### src/sv/icalc_pkg.sv
// Shared constants, operation codes and the pipeline stage record for the
// integer calculator ALU. No dependencies.
package icalc_pkg;

    localparam int OPERAND_WIDTH      = 32;
    localparam int ROOT_FRACTION_BITS = 16;
    localparam int RESULT_WIDTH       = 64;
    localparam int FUNC_WIDTH         = 3;

    // Root digit pairs: sixteen integer pairs plus the fraction pairs
    localparam int ROOT_PAIRS   = 16 + ROOT_FRACTION_BITS;
    localparam int RAD_WIDTH    = 2 * (ROOT_PAIRS - ROOT_FRACTION_BITS);
    localparam int SQ_REM_WIDTH = ROOT_PAIRS + 3;

    // One divide bit and one root pair per iteration stage
    localparam int ITER_STAGES = (OPERAND_WIDTH > ROOT_PAIRS) ? OPERAND_WIDTH : ROOT_PAIRS;

    localparam logic [FUNC_WIDTH-1:0] FUNC_ADD    = 3'd0;
    localparam logic [FUNC_WIDTH-1:0] FUNC_SUB    = 3'd1;
    localparam logic [FUNC_WIDTH-1:0] FUNC_MUL    = 3'd2;
    localparam logic [FUNC_WIDTH-1:0] FUNC_DIV    = 3'd3;
    localparam logic [FUNC_WIDTH-1:0] FUNC_SQUARE = 3'd4;
    localparam logic [FUNC_WIDTH-1:0] FUNC_SQRT   = 3'd5;

    typedef struct packed {
        logic                           valid;
        logic [FUNC_WIDTH-1:0]          func;
        logic signed [RESULT_WIDTH-1:0] early;
        logic                           q_neg;
        logic                           dz;
        logic                           inv;
        logic [OPERAND_WIDTH:0]         div_rem;
        logic [OPERAND_WIDTH-1:0]       div_dvd;
        logic [OPERAND_WIDTH-1:0]       div_dsr;
        logic [RAD_WIDTH-1:0]           sq_rad;
        logic [SQ_REM_WIDTH-1:0]        sq_rem;
        logic [ROOT_PAIRS-1:0]          sq_root;
    } stage_t;

endpackage

### src/sv/icalc_iter_stage.sv
// One iteration stage: a restoring divide step and a root digit step side by side.
// Depends on icalc_pkg.
module icalc_iter_stage (
    input  logic              clk,
    input  logic              rst_n,
    input  logic              advance,
    input  logic              div_en,
    input  logic              sq_en,
    input  icalc_pkg::stage_t stage_in,
    output icalc_pkg::stage_t stage_out
);

    logic [icalc_pkg::OPERAND_WIDTH:0]  div_sh;
    logic                               div_bit;
    logic [icalc_pkg::SQ_REM_WIDTH-1:0] sq_sh;
    logic [icalc_pkg::SQ_REM_WIDTH-1:0] sq_trial;
    logic                               sq_bit;
    icalc_pkg::stage_t                  stage_next;
    icalc_pkg::stage_t                  stage_reg;
    logic                               valid_reg;

    // Shift in the next dividend bit and the next radicand pair
    assign div_sh   = {stage_in.div_rem[icalc_pkg::OPERAND_WIDTH-1:0],
                       stage_in.div_dvd[icalc_pkg::OPERAND_WIDTH-1]};
    assign div_bit  = div_sh >= {1'b0, stage_in.div_dsr};
    assign sq_sh    = {stage_in.sq_rem[icalc_pkg::SQ_REM_WIDTH-3:0],
                       stage_in.sq_rad[icalc_pkg::RAD_WIDTH-1 -: 2]};
    assign sq_trial = icalc_pkg::SQ_REM_WIDTH'({stage_in.sq_root, 2'b01});
    assign sq_bit   = sq_sh >= sq_trial;

    always_comb
    begin
        stage_next = stage_in;
        if (div_en)
        begin
            stage_next.div_rem = div_bit ? (div_sh - {1'b0, stage_in.div_dsr}) : div_sh;
            stage_next.div_dvd = {stage_in.div_dvd[icalc_pkg::OPERAND_WIDTH-2:0], div_bit};
        end
        if (sq_en)
        begin
            stage_next.sq_rem  = sq_bit ? (sq_sh - sq_trial) : sq_sh;
            stage_next.sq_rad  = {stage_in.sq_rad[icalc_pkg::RAD_WIDTH-3:0], 2'b00};
            stage_next.sq_root = {stage_in.sq_root[icalc_pkg::ROOT_PAIRS-2:0], sq_bit};
        end
    end

    // Advance with the pipeline, hold on stall
    always_ff @(posedge clk or negedge rst_n)
    begin
        if (!rst_n)
        begin
            valid_reg <= 1'b0;
        end
        else if (advance)
        begin
            valid_reg <= stage_next.valid;
        end
    end

    always_ff @(posedge clk)
    begin
        if (advance)
        begin
            stage_reg <= stage_next;
        end
    end

    // Merge the reset valid bit into the record
    always_comb
    begin
        stage_out       = stage_reg;
        stage_out.valid = valid_reg;
    end

endmodule

### config.mk
export PLATFORM = sky130hd
export DESIGN_NAME = icalc_iter_stage
export DESIGN_NICKNAME = d
export VERILOG_FILES = /design/src/sv/icalc_pkg.sv /design/src/sv/icalc_iter_stage.sv
export SDC_FILE = /design/constraint.sdc
export NUM_CORES = 1
export LEC_CHECK = 0
export BUFFER_PORTS_ARGS = -buffer_cell sky130_fd_sc_hd__buf_2
export CORE_AREA = 3 3 211 213
export DETAILED_ROUTE_END_ITERATION = 10
export DIE_AREA = 0 0 214 216
export PLACE_DENSITY = 0.63
export SLEW_MARGIN = 20
export SYNTH_ARGS = -nofsm -noshare
export SYNTH_HDL_FRONTEND = slang
export SYNTH_SLANG_ARGS = --single-unit
### constraint.sdc
create_clock -name clk -period 0.8 [get_ports clk]
set_clock_uncertainty 0.1 [all_clocks]
set_input_delay 0.12 -clock clk [delete_from_list [all_inputs] [get_ports clk]]
set_output_delay 0.12 -clock clk [all_outputs]
set_load 0.005 [all_outputs]
==> impl_metrics.toml <==
[logic_synthesis]
yosysTopAreaCellShare_pct = 56.0
synthXorXnorAreaFrac_pct = 3.32
synthArstFlopShare_pct = 0.375
synth_area_per_cell_sq_um = 11.5
netlist_top_cells_area = "edfxtp_1, ha_1, mux2_2, a21oi_1, o21ai_0"
syn_inst = 1237
synth_seq_cells = 267
synth_top_family_by_area = "compound AO/OA/AOI/OAI gates"
synth_most_common_cell = "edfxtp_1"
yosys-top-cells-count = "edfxtp_1, a21oi_1, nand2_1"
synth_cell_type_count = 65
ys.flop_type = "edfxtp_1"
seq_area_frac_synth_pct = 56.2
synthSimpleGateAreaFrac_pct = 8.76
yosysTopAreaCell = "edfxtp_1"
synth_compound_area_share_pct = 14.5
yosysWarnings = 0
synth.area.mux_share_pct = 7.47
synth_fp_nets = 1576
synth_edf_count = 266
synth_area_sq_um = 14300
synth-adder-area-share_pct = 5.93

[setup_path]
worst_setup_path_end_kind = "flip-flop"
cp_data_required_time_ns = 1.14
start_kind = "input pin"
regToRegStartpoint = "valid_reg"
critPathMaxFanout = 16
ff2ff_path_depth = 2
critical_path_class = "input pin to flip-flop"
regToRegSetupSlack_ns = -0.18
arrival_ns = 2.78
worstReg2RegEnd = "valid_reg"

[timing]
rsz0062_at_grt = "yes"
fmax_mhz = 409
fin_setup_tns_ns = -239.44
finalCritPeriodShare_pct = 306
hold_viol = 144
tightest_slew_ns = 0.504
hold-worst-slack_ns = -0.259
setup_slack_ns = -1.65
setup_violations = 354
report.final.slew_viol_count = 0
finalCriticalPeriod_ns = 2.45
max_slew_margin_pct = 66.2

[pwr]
p_leak_nw = 11.9
ir_worst_vdd_uv = 1750
totalPowerFinal_mw = 45.8
power_density_nw_per_um2 = 1760

[die]
core_sq_um = 42900
io_pins = 539
die_w_um = 214
fp.dieH_um = 216
fp-row-count = 76
start_util_pct = 33.3
die-area_sq_um = 46200

[clock_tree]
cts_tree = "done"
clk_pin_slew_ns = 0.06
root_buffer = "clkbuf_16"
numCtsBuffers = 31
h-tree-depth = 1
clock_latency_ns = 0.59
cts_sinks = 267
clockBufferDepth = 3

[place]
place_congestion = 0.935
dp_cells = 2681
dpl_cell_area_sq_um = 21000
dp_hpwl_um = 42400
io_buffer_count = 538

[grt]
grt_pass1_vias = 15479
grt.overflow.total = 0
grt_max_degree = 32
antenna_found_initial = 15
grt_usage_pct = 24.2
grt_pass1_wl_um = 88600

[status]
violations = "hold timing, setup timing"
status = "finished with violations"

[detailed_routing]
wire_per_inst_um = 19.9
via_per_inst = 4.96
routed-via-count = 14878
ant_nets = 0
postRouteWirelength_um = 59700
drc = 0
drt_iter0_drc = 909
first_pass_iters = 7

[hold_path]
timing.hold.worst.class = "input pin to flip-flop"
hold_path_depth = 3
min_to = "stage_out[27]"
hp-start = "stage_in[26]"

[finish]
nets = 2718
nFillCells = 3317
largest_register_ff_count = 266
drive_above_1_share_pct = 52.4
design_area_sq_um = 26100
areaGrowthSynthToFinish_pct = 82.9
instances_no_fill = 2998

[run]
maxCapViolCount = 0
cell usage in the layout, fill, tap and decap left out, types with 6 or more instances in the layout:
master	count
nand4_1	13
o21a_1	13
nand2_1	88
mux2i_1	31
edfxtp_1	266
o21ai_2	10
nand2b_1	7
buf_4	369
nor2b_1	8
a21oi_2	37
nor3_1	6
a21oi_4	13
mux2_4	62
inv_2	12
o21bai_1	9
clkbuf_16	31
buf_8	10
nor2_1	77
ha_4	28
o21ai_1	43
buf_12	23
buf_2	490
inv_1	63
ha_1	35
xor2_1	22
nor2_4	9
dlymetal6s4s_1	18
xnor2_1	27
diode_2	12
a21o_1	36
and3_1	8
a31oi_1	11
a21oi_1	76
buf_6	50
nand2_2	6
nand3_1	12
and3_4	7
o21ai_0	26
dlygate4sd3_1	201
worst max path at each step:
stage / end / cells after the start / from
after floorplan: stage_out[178] / 13 / stage_in[100]
after global placement: stage_out[163] / 13 / stage_in[100]
after detailed placement: stage_out[178] / 13 / stage_in[100]
after CTS: stage_out[163] / 13 / stage_in[100]
after global routing: stage_out[163] / 13 / stage_in[105]
final: stage_out[163] / 13 / stage_in[105]
worst max-delay path: stages:
cell	delay, ns
buf_2	0.11
inv_2	0.06
ha_4	0.20
a21oi_1	0.20
o21ai_2	0.11
nor2b_1	0.15
or3_4	0.41
o211ai_1	0.21
nand3_1	0.14
a311o_2	0.48
buf_12	0.19
mux2_4	0.30
a21oi_2	0.11
report_power, final:
group / switching, mW / total, mW / leakage (nW) / internal, mW
combinational: 6.31 / 13.5 / 8.80 / 7.21
sequential: 0.445 / 17.4 / 2.61 / 17.0
clock: 6.07 / 14.9 / 0.509 / 8.79
total: 12.8 / 45.8 / 11.9 / 33.0
cells by family after synthesis:
family          Yosys count
flops                   267
fa+ha+maj                67
mux                      98
xor+xnor                 54
buf+inv                 138
simple gates            277
compound gates          336
per-layer routing:
layer / track usage, % / wire [um] / up-vias
li1: - / - / 6907
met1: 28.1 / 23100 / 7240
met2: 43.5 / 30400 / 564
met3: 4.73 / 3560 / 159
met4: 10.3 / 2640 / 8
met5: 0 / 55 / -
per-stage QoR:
stage | util (%) | setup WS, ns
after global routing | 60.8 | -1.79
final | 60.8 | -1.65
after floorplan | - | -1.89
after global placement | 49.0 | -2.26
after CTS | 59.5 | -1.58
after detailed placement | 49.0 | -2.35
final cells by class:
cell class	count	area, sq um	share of cell area, %
Antenna cell	12	30.0	0.115
Inverter	85	363	1.39
Clock buffer	36	795	3.05
Tap cell	585	732	2.81
Clock inverter	19	262	1.00
Timing Repair Buffer	1161	8630	33.1
Sequential cell	267	8010	30.7
Multi-Input combinational cell	833	7260	27.8
timing repair:
action | 4_1_cts | 5_1_grt
setup endpoints to repair | 338 | 392
gates resized for setup | 209 | 125
buffers inserted | 40 | 14
pin swaps | 83 | 66
hold buffers | 212 | 11
gates cloned | 5 | 0
hold endpoints to repair | 418 | 176
Note: power is estimated with default switching activity, not from simulation.
