## src/sv/icalc_pkg.sv

```systemverilog
// Shared constants, operation codes and the pipeline stage record for the
// integer calculator ALU. No dependencies.
package icalc_pkg;

    localparam int OPERAND_WIDTH      = 32;
    localparam int ROOT_FRACTION_BITS = 16;
    localparam int RESULT_WIDTH       = 64;
    localparam int FUNC_WIDTH         = 3;

    // Root digit pairs: sixteen integer pairs plus the fraction pairs
    localparam int ROOT_PAIRS   = 16 + ROOT_FRACTION_BITS;
    localparam int RAD_WIDTH    = 2 * (ROOT_PAIRS - ROOT_FRACTION_BITS);
    localparam int SQ_REM_WIDTH = ROOT_PAIRS + 3;

    // One divide bit and one root pair per iteration stage
    localparam int ITER_STAGES = (OPERAND_WIDTH > ROOT_PAIRS) ? OPERAND_WIDTH : ROOT_PAIRS;

    localparam logic [FUNC_WIDTH-1:0] FUNC_ADD    = 3'd0;
    localparam logic [FUNC_WIDTH-1:0] FUNC_SUB    = 3'd1;
    localparam logic [FUNC_WIDTH-1:0] FUNC_MUL    = 3'd2;
    localparam logic [FUNC_WIDTH-1:0] FUNC_DIV    = 3'd3;
    localparam logic [FUNC_WIDTH-1:0] FUNC_SQUARE = 3'd4;
    localparam logic [FUNC_WIDTH-1:0] FUNC_SQRT   = 3'd5;

    typedef struct packed {
        logic                           valid;
        logic [FUNC_WIDTH-1:0]          func;
        logic signed [RESULT_WIDTH-1:0] early;
        logic                           q_neg;
        logic                           dz;
        logic                           inv;
        logic [OPERAND_WIDTH:0]         div_rem;
        logic [OPERAND_WIDTH-1:0]       div_dvd;
        logic [OPERAND_WIDTH-1:0]       div_dsr;
        logic [RAD_WIDTH-1:0]           sq_rad;
        logic [SQ_REM_WIDTH-1:0]        sq_rem;
        logic [ROOT_PAIRS-1:0]          sq_root;
    } stage_t;

endpackage

```

## src/sv/icalc_prep.sv

```systemverilog
// Entry stage: operand decode, magnitudes, add/sub/multiply and iteration seeds.
// Depends on icalc_pkg.
module icalc_prep (
    input  logic                                       clk,
    input  logic                                       rst_n,
    input  logic                                       advance,
    input  logic                                       in_valid,
    input  logic [icalc_pkg::FUNC_WIDTH-1:0]           func,
    input  logic signed [icalc_pkg::OPERAND_WIDTH-1:0] operand_a,
    input  logic signed [icalc_pkg::OPERAND_WIDTH-1:0] operand_b,
    output icalc_pkg::stage_t                          stage_out
);

    logic signed [icalc_pkg::OPERAND_WIDTH-1:0]   mul_b;
    logic signed [2*icalc_pkg::OPERAND_WIDTH-1:0] prod;
    logic [icalc_pkg::OPERAND_WIDTH-1:0]          mag_a;
    logic [icalc_pkg::OPERAND_WIDTH-1:0]          mag_b;
    icalc_pkg::stage_t                            stage_next;
    icalc_pkg::stage_t                            stage_reg;
    logic                                         valid_reg;

    // Share one multiplier between multiply and square
    assign mul_b = (func == icalc_pkg::FUNC_SQUARE) ? operand_a : operand_b;
    assign prod  = operand_a * mul_b;
    assign mag_a = operand_a[icalc_pkg::OPERAND_WIDTH-1] ? -operand_a : operand_a;
    assign mag_b = operand_b[icalc_pkg::OPERAND_WIDTH-1] ? -operand_b : operand_b;

    // Build the seed record
    always_comb
    begin
        stage_next       = '0;
        stage_next.valid = in_valid;
        stage_next.func  = func;
        case (func)
            icalc_pkg::FUNC_ADD:
                stage_next.early = icalc_pkg::RESULT_WIDTH'(operand_a)
                                 + icalc_pkg::RESULT_WIDTH'(operand_b);
            icalc_pkg::FUNC_SUB:
                stage_next.early = icalc_pkg::RESULT_WIDTH'(operand_a)
                                 - icalc_pkg::RESULT_WIDTH'(operand_b);
            icalc_pkg::FUNC_MUL,
            icalc_pkg::FUNC_SQUARE:
                stage_next.early = icalc_pkg::RESULT_WIDTH'(prod);
            default:
                stage_next.early = '0;
        endcase
        stage_next.q_neg   = operand_a[icalc_pkg::OPERAND_WIDTH-1]
                           ^ operand_b[icalc_pkg::OPERAND_WIDTH-1];
        stage_next.dz      = (func == icalc_pkg::FUNC_DIV) && (operand_b == '0);
        stage_next.inv     = (func == icalc_pkg::FUNC_SQRT)
                           && operand_a[icalc_pkg::OPERAND_WIDTH-1];
        stage_next.div_dvd = mag_a;
        stage_next.div_dsr = mag_b;
        stage_next.sq_rad  = icalc_pkg::RAD_WIDTH'(mag_a);
    end

    // Hold on stall; valid is the only control bit
    always_ff @(posedge clk or negedge rst_n)
    begin
        if (!rst_n)
        begin
            valid_reg <= 1'b0;
        end
        else if (advance)
        begin
            valid_reg <= stage_next.valid;
        end
    end

    always_ff @(posedge clk)
    begin
        if (advance)
        begin
            stage_reg <= stage_next;
        end
    end

    // Merge the reset valid bit into the record
    always_comb
    begin
        stage_out       = stage_reg;
        stage_out.valid = valid_reg;
    end

endmodule

```

## config.mk

```make
export PLATFORM = sky130hd
export DESIGN_NAME = icalc_prep
export DESIGN_NICKNAME = d
export VERILOG_FILES = /design/src/sv/icalc_pkg.sv /design/src/sv/icalc_prep.sv
export SDC_FILE = /design/constraint.sdc
export NUM_CORES = 2
export LEC_CHECK = 0
export BUFFER_PORTS_ARGS = -buffer_cell sky130_fd_sc_hd__buf_2
export CORE_MARGIN = 5
export CORE_UTILIZATION = 35
export CTS_CLUSTER_SIZE = 12
export DETAILED_ROUTE_END_ITERATION = 6
export PLACE_DENSITY = 0.59
export SKIP_LAST_GASP = 1
export SYNTH_ARGS = -nofsm -noshare
export SYNTH_HDL_FRONTEND = slang
export SYNTH_SLANG_ARGS = --single-unit
export TNS_END_PERCENT = 50
```

## constraint.sdc

```tcl
create_clock -name clk -period 1 [get_ports clk]
set_input_delay 0.15 -clock clk [delete_from_list [all_inputs] [get_ports clk]]
set_output_delay 0.15 -clock clk [all_outputs]
set_load 0.03 [all_outputs]
```

==> flow_metrics.py <==
metrics = {
    "route": {
        "wl_mm": 170,
        "drt_first_iter_violations": 2515,
        "wl_per_cell_um": 22.1,
        "firstDrtPassIters": 5,
        "dr_total_vias": 38300,
        "vias_per_cell": 4.97,
        "ant_nets": 0,
        "drc": 0,
    },
    "timing": {
        "slew_headroom_pct": 53.7,
        "max_freq_mhz": 125,
        "worstMarginPinSlew_ns": 0.689,
        "setup-violations-final": 289,
        "hold_viol_final": 0,
        "setup_ws_ns": -7.03,
        "rsz0062_at_grt": "yes",
        "hold_slack_ns": 0.0697,
        "period_needed_ns": 8.03,
        "slew_viol_final": 0,
        "fin_skew_ns": 0,
        "min_period_over_period_pct": 803,
    },
    "global_routing": {
        "antenna_found_initial": 14,
        "grt_pass1_wl_mm": 256,
        "grt_overflow": 0,
        "track_usage_pct": 24.0,
        "grt_pass1_vias": 41000,
        "grt_max_degree": 63,
    },
    "setup_path": {
        "crit_type": "input port to flop",
        "slowest_stage": "fa_1",
        "worstPathMaxFanout": 8,
        "worstRegToRegCells": 1,
        "slowest_delay_ns": 0.55,
        "cp.required_ns": 1.22,
        "crit_path_start_kind": "input port",
        "cp_common_cell": "fa_1",
        "cp-end-kind": "flop",
        "worstPathArrival_ns": 8.25,
    },
    "synth": {
        "syn_area_um2": 46600,
        "yosysMostFrequentCell": "fa_1",
        "synth.largest_area_cell": "fa_1",
        "async_flop_share_pct": 0.741,
        "synth_top_cells_by_count": "fa_1, inv_1, nand2_1, clkbuf_1, and2_1",
        "synth_top_area_share_pct": 46.5,
        "ys_seq_elements": 135,
        "yosysUniqueCellTypes": 71,
        "ys.flop_type": "edfxtp_1",
        "synth-compound-area-share_pct": 7.71,
        "syn-mean-instance-area_um2": 9.28,
        "yosysWarnings": 0,
        "yosysSeqAreaShare_pct": 8.68,
        "synth_top_family_by_area": "adder cells",
        "yosys-top-cells-area": "fa_1, edfxtp_1, inv_1",
        "yosys.area_share.simple_pct": 14.7,
        "yosys.area_share.adder_pct": 53.2,
        "muxShareOfSynthArea_pct": 0.0456,
        "synth_xor_xnor_area_share_pct": 2.89,
        "syn_inst": 5025,
        "synth_edf_count": 134,
    },
    "floorplan": {
        "num_io_pins": 338,
        "core-area_um2": 133000,
        "fp.dieH_um": 375,
        "die_area_um2": 141000,
        "start_util_pct": 35.1,
        "rows": 134,
        "die_w_um": 375,
    },
    "clock_tree": {
        "worst_skew_pair.late_latency_ns": 0.47,
        "clock-sinks": 135,
        "cts_buffers": 17,
        "cts_buffer_depth": 2,
        "h-tree-depth": 4,
        "cts_root_buffer": "clkbuf_16",
        "cts.clk_slew.worst_paths_ns": 0.07,
        "cts_tree": "yes",
    },
    "placed_design": {
        "dpl.cell_count": 7515,
        "gp_congestion": 0.964,
        "place.port_buffers": 237,
        "dp_hpwl_mm": 140,
    },
    "cells_and_area": {
        "nets": 7332,
        "area_growth_pct": 29.4,
        "largest_register_ffs": 134,
        "drive_gt1_share_pct": 27.2,
        "finalNonFillerCells": 7713,
        "fin_util_pct": 45.4,
    },
    "flow_run": {
        "cap_violations": 0,
    },
    "min_path": {
        "min_path_type": "input port to flop",
        "whs_path_depth": 1,
    },
    "run_status": {
        "status": "complete, but fails checks",
        "failed_checks": "setup timing",
    },
}
-- per-layer routing --
layer	up-vias	share of wire, %	track usage [%]
met5	-	0.0076	0
met4	2	5.2	9.98
met3	359	7.4	4.62
met2	1495	47	39.6
met1	19700	40	31.1
li1	16700	-	-
-- logic make-up after synthesis --
group / count (synthesis)
compound gates: 568
xor+xnor: 154
fa+ha+maj: 1334
buf+inv: 1448
flops: 135
mux: 2
other cells: 1
simple gates: 1383
-- worst max-delay path: cells and delay by family --
| kind | cells | cell delay (ns) |
|---|---|---|
| adders and majority gates | 9 | 4.15 |
| xor gates and xnor gates | 1 | 0.20 |
| and+or+nand+nor | 5 | 0.73 |
| buffers and inverters | 12 | 1.38 |
| AOI/OAI and AO/OA | 8 | 1.63 |
-- area by class of cell --
type / count / area [µm²]
Fill cell: 12500 / 72600
Multi-Input combinational cell: 3544 / 39200
Timing Repair Buffer: 1209 / 10400
Sequential cell: 135 / 4050
Inverter: 1020 / 3840
Tap cell: 1768 / 2210
Clock buffer: 17 / 425
Clock inverter: 15 / 186
Antenna cell: 5 / 12.5
-- metrics by stage --
stage                     instance area [µm²]  setup TNS (ns)  setup slack (ns)
after floorplan                         47300         -416.43             -7.19
after global placement                  55500         -531.49             -8.11
after detailed placement                55500         -532.88             -8.20
after CTS                               59400         -472.17             -6.92
after global routing                    60400         -498.24             -7.21
final                                   60400         -478.16             -7.03
-- final timing paths --
kind	from	slack [ns]	endpoint
worst max register to register	valid_reg	0.26	valid_reg
worst max-delay path	func[2]	-7.03	stage_out[255]
worst min-delay path	advance	0.07	stage_out[126]
worst min register to register	valid_reg	0.52	valid_reg
min in group asynchronous	rst_n	0.49	valid_reg
max in group asynchronous	rst_n	0.41	valid_reg
-- cells in the final DEF (no fill, tap or decap), drive strengths merged, types with 7 or more instances in the layout --
| cell type | n |
|---|---|
| o21ai | 158 |
| xor2 | 30 |
| a31oi | 12 |
| o41ai | 12 |
| edfxtp | 134 |
| a21oi | 144 |
| nand2b | 37 |
| and2 | 264 |
| nor2b | 233 |
| nand3 | 28 |
| xnor2 | 124 |
| and3 | 9 |
| or2 | 15 |
| conb | 100 |
| or4 | 11 |
| nand4 | 23 |
| nor4 | 7 |
| or3 | 13 |
| nand2 | 570 |
| a211oi | 13 |
| inv | 1025 |
| o31ai | 25 |
| o22ai | 23 |
| buf | 1193 |
| nor2 | 146 |
| o211ai | 15 |
| ha | 250 |
| fa | 1084 |
| a21o | 47 |
| clkbuf | 22 |
| o21bai | 28 |
| nor3 | 24 |
| o21a | 25 |
-- timing repair --
item                                    in CTS  in global routing
hold endpoints to repair                     5                  0
cloned                                      17                  4
endpoints found under the setup margin     288                289
pin swaps                                  178                 96
gates resized for setup                    380                131
hold buffers                                 6                  0
buffers inserted                           112                 29
Power is left out: the tool's default activity adds up to more than one toggle a clock period on the data nets, which glitch-free logic cannot reach.
