==> src/sv/icalc_pkg.sv <==
// Shared constants, operation codes and the pipeline stage record for the
// integer calculator ALU. No dependencies.
package icalc_pkg;

    localparam int OPERAND_WIDTH      = 32;
    localparam int ROOT_FRACTION_BITS = 16;
    localparam int RESULT_WIDTH       = 64;
    localparam int FUNC_WIDTH         = 3;

    // Root digit pairs: sixteen integer pairs plus the fraction pairs
    localparam int ROOT_PAIRS   = 16 + ROOT_FRACTION_BITS;
    localparam int RAD_WIDTH    = 2 * (ROOT_PAIRS - ROOT_FRACTION_BITS);
    localparam int SQ_REM_WIDTH = ROOT_PAIRS + 3;

    // One divide bit and one root pair per iteration stage
    localparam int ITER_STAGES = (OPERAND_WIDTH > ROOT_PAIRS) ? OPERAND_WIDTH : ROOT_PAIRS;

    localparam logic [FUNC_WIDTH-1:0] FUNC_ADD    = 3'd0;
    localparam logic [FUNC_WIDTH-1:0] FUNC_SUB    = 3'd1;
    localparam logic [FUNC_WIDTH-1:0] FUNC_MUL    = 3'd2;
    localparam logic [FUNC_WIDTH-1:0] FUNC_DIV    = 3'd3;
    localparam logic [FUNC_WIDTH-1:0] FUNC_SQUARE = 3'd4;
    localparam logic [FUNC_WIDTH-1:0] FUNC_SQRT   = 3'd5;

    typedef struct packed {
        logic                           valid;
        logic [FUNC_WIDTH-1:0]          func;
        logic signed [RESULT_WIDTH-1:0] early;
        logic                           q_neg;
        logic                           dz;
        logic                           inv;
        logic [OPERAND_WIDTH:0]         div_rem;
        logic [OPERAND_WIDTH-1:0]       div_dvd;
        logic [OPERAND_WIDTH-1:0]       div_dsr;
        logic [RAD_WIDTH-1:0]           sq_rad;
        logic [SQ_REM_WIDTH-1:0]        sq_rem;
        logic [ROOT_PAIRS-1:0]          sq_root;
    } stage_t;

endpackage

==> src/sv/icalc_finish.sv <==
// Output stage: quotient sign fix, result select and the response register.
// Depends on icalc_pkg.
module icalc_finish (
    input  logic                                      clk,
    input  logic                                      rst_n,
    input  logic                                      advance,
    input  icalc_pkg::stage_t                         stage_in,
    output logic                                      out_valid,
    output logic signed [icalc_pkg::RESULT_WIDTH-1:0] result,
    output logic                                      div_by_zero,
    output logic                                      root_invalid
);

    logic signed [icalc_pkg::RESULT_WIDTH-1:0] quot;
    logic signed [icalc_pkg::RESULT_WIDTH-1:0] result_next;
    logic signed [icalc_pkg::RESULT_WIDTH-1:0] result_reg;
    logic                                      valid_reg;
    logic                                      dz_reg;
    logic                                      inv_reg;

    assign quot = icalc_pkg::RESULT_WIDTH'(stage_in.div_dvd);

    // Select the result for the operation
    always_comb
    begin
        case (stage_in.func)
            icalc_pkg::FUNC_DIV:
                result_next = stage_in.dz ? '0 : (stage_in.q_neg ? -quot : quot);
            icalc_pkg::FUNC_SQRT:
                result_next = stage_in.inv ? '0
                            : icalc_pkg::RESULT_WIDTH'(stage_in.sq_root);
            default:
                result_next = stage_in.early;
        endcase
    end

    always_ff @(posedge clk or negedge rst_n)
    begin
        if (!rst_n)
        begin
            valid_reg <= 1'b0;
        end
        else if (advance)
        begin
            valid_reg <= stage_in.valid;
        end
    end

    always_ff @(posedge clk)
    begin
        if (advance)
        begin
            result_reg <= result_next;
            dz_reg     <= stage_in.dz;
            inv_reg    <= stage_in.inv;
        end
    end

    assign out_valid    = valid_reg;
    assign result       = result_reg;
    assign div_by_zero  = dz_reg;
    assign root_invalid = inv_reg;

endmodule

==> config.mk <==
export PLATFORM = sky130hd
export DESIGN_NAME = icalc_finish
export DESIGN_NICKNAME = d
export VERILOG_FILES = /design/src/sv/icalc_pkg.sv /design/src/sv/icalc_finish.sv
export SDC_FILE = /design/constraint.sdc
export NUM_CORES = 1
export LEC_CHECK = 0
export ABC_AREA = 0
export BUFFER_PORTS_ARGS = -buffer_cell sky130_fd_sc_hd__buf_2
export CAP_MARGIN = 20
export CORE_AREA = 2 2 129 131
export CTS_CLUSTER_DIAMETER = 30
export DETAILED_ROUTE_END_ITERATION = 12
export DIE_AREA = 0 0 131 133
export PLACE_DENSITY_LB_ADDON = 0.15
export SETUP_SLACK_MARGIN = 0.02
export SKIP_CTS_REPAIR_TIMING = 1
export SLEW_MARGIN = 20
export SYNTH_ARGS = -nofsm -noshare
export SYNTH_HDL_FRONTEND = slang
export SYNTH_SLANG_ARGS = --single-unit
==> constraint.sdc <==
create_clock -name clk -period 0.8 [get_ports clk]
set_input_delay 0.16 -clock clk [delete_from_list [all_inputs] [get_ports clk]]
set_output_delay 0.16 -clock clk [all_outputs]
set_load 0.01 [all_outputs]
==> flow_metrics.py <==
metrics = {
    "synthesis": {
        "post_synth.cell_area_avg_um2": 11.5,
        "synth.cell_area_mm2": 0.00378,
        "syn_inst": 330,
        "yosys.area.top_type_share_pct": 52.5,
        "yosys_register_bits": 67,
        "synth.top_cells.by_area": "sky130_fd_sc_hd__edfxtp_1, sky130_fd_sc_hd__a21o_1, sky130_fd_sc_hd__xor2_1",
        "synth_area_leader_cell": "sky130_fd_sc_hd__edfxtp_1",
        "netlist-cell-type-count": 51,
        "synth_edf_count": 66,
        "synth_async_sr_flop_share_pct": 1.49,
        "yosysWarningCount": 0,
        "synthFlopType": "sky130_fd_sc_hd__edfxtp_1",
        "synth-seq-area-share_pct": 53.1,
        "syn_nets": 602,
    },
    "cells_and_area": {
        "finish.net_count": 908,
        "number_of_flip_flops_under_the_largest_register_name": 64,
        "final_layout_size_suffix_gt1_share_pct": 61.2,
        "nFillCells": 1613,
        "area_occupied_by_registers_mm2": 0.00201,
        "layout_area_overhead_pct": 83.5,
        "post-route-util_pct": 42.9,
        "multi_input_gate_area_in_the_final_layout_mm2": 0.00214,
    },
    "sta": {
        "worst_clock_skew_ps": 0,
        "setup_viols_final": 131,
        "rsz0062_at_grt": "yes",
        "fin_ws_ps": -1310,
        "timing.final.max_slew_violations": 0,
        "timing_worst_slew_pin_value_ps": 397,
        "timing.slew.headroom_pct": 73.2,
        "fmaxAchievable_ghz": 0.474,
        "layout_min_cycle_time_ps": 2110,
        "finalCritPeriodShare_pct": 264,
        "hold_viol": 0,
    },
    "worst_setup_path": {
        "reg2reg_setup_slack_ps": 60,
        "slowest_cell_on_crit_path": "sky130_fd_sc_hd__or4_4",
        "maximum_cell_stage_delay_along_the_critical_path_ps": 560,
        "critical_path.cell_chain": "buf_6 -> or4_4 -> or3_4 -> nor4_4 -> nor2b_1 -> ha_1 -> mux2i_1 -> nor2_1 -> a221o_1",
        "data_required_time_at_the_worst_endpoint_ps": 890,
        "worst-setup-path-type": "input pin to flip-flop",
        "endpoint_kind": "flip-flop",
        "maximum_net_fanout_on_the_critical_path": 2,
        "worst_path_dominant_cell_family": "simple AND/OR/NAND/NOR gates",
        "crit_arrival_ps": 2200,
        "critical_path.startpoint_type": "input pin",
        "worst_r2r_endpoint": "out_valid",
        "reg2reg_from": "out_valid",
        "timing.critical_path.buf_inv": 1,
        "worst_r2r_path_depth": 1,
    },
    "floorplan": {
        "top_level_ports": 337,
        "initial_core_util_pct": 23.4,
        "die_h_um": 133,
        "num_rows": 47,
        "placeableCoreArea_mm2": 0.0162,
        "die-width_um": 131,
        "die_outline_area_mm2": 0.0174,
    },
    "grt": {
        "first_global_vias": 3964,
        "global_route.peak_usage_layer": "met2",
        "gr-total-overflow": 0,
        "aggregate_global_route_resource_usage_pct": 16.2,
        "grt_start_max_net_pins": 47,
        "use_met1_pct": 20.7,
        "grt_antenna_before_repair": 1,
        "global_routing_met3_resource_utilization_pct": 3.92,
        "met2_usage_pct": 26.1,
        "grt_pass1_wl_um": 21300,
    },
    "route": {
        "routedWlPerCell_um": 17.9,
        "drt_drc_violations_left": 0,
        "drt_wl_total_um": 15400,
        "drtIter0Drc": 183,
        "detail-route-antenna-nets": 0,
        "route.detailed.vias_per_inst": 4.64,
        "vias": 4008,
        "drt_pass1_iterations": 4,
    },
    "pwr": {
        "p_sw_mw": 2.92,
        "power_dens_cells_mw_per_mm2": 1570,
        "share_clk_of_total_power_pct": 36.6,
        "ir_worst_vdd_mv": 0.998,
        "cellInternalPower_mw": 7.99,
        "fin_total_pwr_mw": 10.9,
        "leakage_nw": 3.17,
        "power_frac_seq_pct": 40.0,
        "power.share.switching_pct": 26.8,
        "comb_power_share_pct": 23.4,
    },
    "run": {
        "cap_viol_max_count": 0,
    },
    "clocking": {
        "clk_latency_ps": 340,
        "cts.reportedPaths.clkPinSlew_ps": 60,
        "clock-sinks": 67,
        "cts_buffers": 9,
        "cts_tree": "yes",
        "ctsRootBufferMaster": "sky130_fd_sc_hd__clkbuf_16",
        "ctsLongestPathBuffers": 2,
        "cts.htree.levels": 3,
    },
    "run_status": {
        "run_status": "finished, violations left",
        "violations": "setup timing",
    },
    "min_path": {
        "hold_crit_endpoint": "out_valid",
        "worst_hold_path.num_cells": 2,
        "hold_path_startpoint": "stage_in[266]",
        "hp_class": "input pin to flip-flop",
    },
    "place": {
        "gp_routability_congestion": 0.819,
        "dp_hpwl_um": 11300,
        "buffer_ports.inserted": 204,
    },
}
kinds of logic (layout without fill, tap and decap cells):
kind of cell / after synthesis / in the layout / synth area share [%]
adder cells (fa/ha/maj): 2 / 2 / 0.662
multiplexers: 7 / 7 / 1.95
AO/OA/AOI/OAI: 114 / 115 / 21.7
other: 0 / 2 / 0
flip-flops: 67 / 67 / 53.1
AND/OR/NAND/NOR: 93 / 93 / 14.8
XOR/XNOR: 21 / 21 / 4.87
buffers and inverters: 26 / 336 / 2.98
worst max-delay path by stage:
stage / start / end / slack, ps / cells after the start
after global routing: stage_in[145] / result[31] / -1400 / 9
after floorplan: stage_in[145] / result[31] / -1610 / 9
after CTS: stage_in[145] / result[31] / -1300 / 9
after global placement: stage_in[145] / result[31] / -1660 / 9
final: stage_in[145] / result[31] / -1310 / 9
after detailed placement: stage_in[145] / result[31] / -1670 / 9
stage by stage:
stage / instances / setup WS, ps / hold slack, ps / cell area, um2 / setup TNS [ps]
2_1_floorplan: 330 / -1610 / -136 / 4010 / -60960
3_3_place_gp: 821 / -1660 / -65.5 / 5870 / -88670
3_5_place_dp: 821 / -1670 / -64.6 / 5870 / -90830
4_1_cts: 837 / -1300 / -429 / 6160 / -77550
5_1_grt: 861 / -1400 / 45.7 / 6930 / -82390
6_report: 863 / -1310 / 53.6 / 6940 / -77810
synth_stat cells, types with 3 or more instances:
master and instances:
sky130_fd_sc_hd__edfxtp_1 66, sky130_fd_sc_hd__a21o_1 31, sky130_fd_sc_hd__o21ai_0 26, sky130_fd_sc_hd__a22oi_1 23, sky130_fd_sc_hd__xor2_1 20, sky130_fd_sc_hd__clkbuf_1 18
sky130_fd_sc_hd__nand2_1 15, sky130_fd_sc_hd__nor2_1 12, sky130_fd_sc_hd__nor3_1 12, sky130_fd_sc_hd__nand3_1 9, sky130_fd_sc_hd__nand4_1 8, sky130_fd_sc_hd__o31ai_1 8
sky130_fd_sc_hd__or3_1 8, sky130_fd_sc_hd__a21oi_1 6, sky130_fd_sc_hd__inv_1 6, sky130_fd_sc_hd__mux2i_1 4, sky130_fd_sc_hd__nand2b_1 4, sky130_fd_sc_hd__nor2b_1 4
sky130_fd_sc_hd__mux2_2 3, sky130_fd_sc_hd__nand3b_1 3, sky130_fd_sc_hd__o311ai_0 3, sky130_fd_sc_hd__o41ai_2 3
placed cells by master (no fill, tap or decap), types with 4 or more instances in the layout:
| cell type | synthesis | layout |
|---|---|---|
| sky130_fd_sc_hd__a22oi_1 | 23 | 16 |
| sky130_fd_sc_hd__buf_6 | 2 | 25 |
| sky130_fd_sc_hd__buf_4 | 0 | 76 |
| sky130_fd_sc_hd__nor2_1 | 12 | 12 |
| sky130_fd_sc_hd__a22oi_2 | 0 | 7 |
| sky130_fd_sc_hd__a21oi_1 | 6 | 5 |
| sky130_fd_sc_hd__o21ai_1 | 1 | 18 |
| sky130_fd_sc_hd__buf_8 | 0 | 4 |
| sky130_fd_sc_hd__o31ai_4 | 0 | 8 |
| sky130_fd_sc_hd__mux2i_1 | 4 | 4 |
| sky130_fd_sc_hd__o21ai_0 | 26 | 7 |
| sky130_fd_sc_hd__a21o_1 | 31 | 31 |
| sky130_fd_sc_hd__o41ai_4 | 0 | 4 |
| sky130_fd_sc_hd__nand3_1 | 9 | 8 |
| sky130_fd_sc_hd__nor2b_1 | 4 | 4 |
| sky130_fd_sc_hd__nand4_1 | 8 | 8 |
| sky130_fd_sc_hd__clkbuf_16 | 0 | 12 |
| sky130_fd_sc_hd__xor2_1 | 20 | 18 |
| sky130_fd_sc_hd__edfxtp_1 | 66 | 66 |
| sky130_fd_sc_hd__buf_2 | 0 | 194 |
| sky130_fd_sc_hd__inv_1 | 6 | 4 |
| sky130_fd_sc_hd__nor3_1 | 12 | 4 |
| sky130_fd_sc_hd__nand2_1 | 15 | 10 |
| sky130_fd_sc_hd__nor3_4 | 0 | 7 |
| sky130_fd_sc_hd__or3_1 | 8 | 6 |
| sky130_fd_sc_hd__buf_12 | 0 | 11 |
power by group through the flow:
| stage | Combinational (mW) | Sequential (mW) | Clock, mW |
|---|---|---|---|
| floorplan | 0.684 | 4.63 | 0 |
| global route | 2.77 | 4.40 | 4.22 |
| CTS | 2.22 | 4.37 | 4.09 |
| detailed placement | 2.21 | 4.44 | 0 |
| global placement | 2.19 | 4.44 | 0 |
| finish | 2.56 | 4.36 | 3.99 |
cell type report:
| class | count | area share (%) |
|---|---|---|
| clock buffer | 9 | 3.25 |
| antenna | 2 | 0.0722 |
| sequential | 67 | 28.9 |
| clock inverter | 7 | 0.974 |
| inverter | 6 | 0.397 |
| tap | 220 | 3.97 |
| multi-input combinational | 238 | 30.8 |
| timing repair buffer | 314 | 31.6 |
layer usage:
| layer | part of all wire [%] | wire length (um) |
|---|---|---|
| met5 | 0 | 0 |
| met3 | 7.0 | 1080 |
| met1 | 43 | 6570 |
| met4 | 2.7 | 411 |
| met2 | 48 | 7350 |
Note: power is estimated with default switching activity, not from simulation.
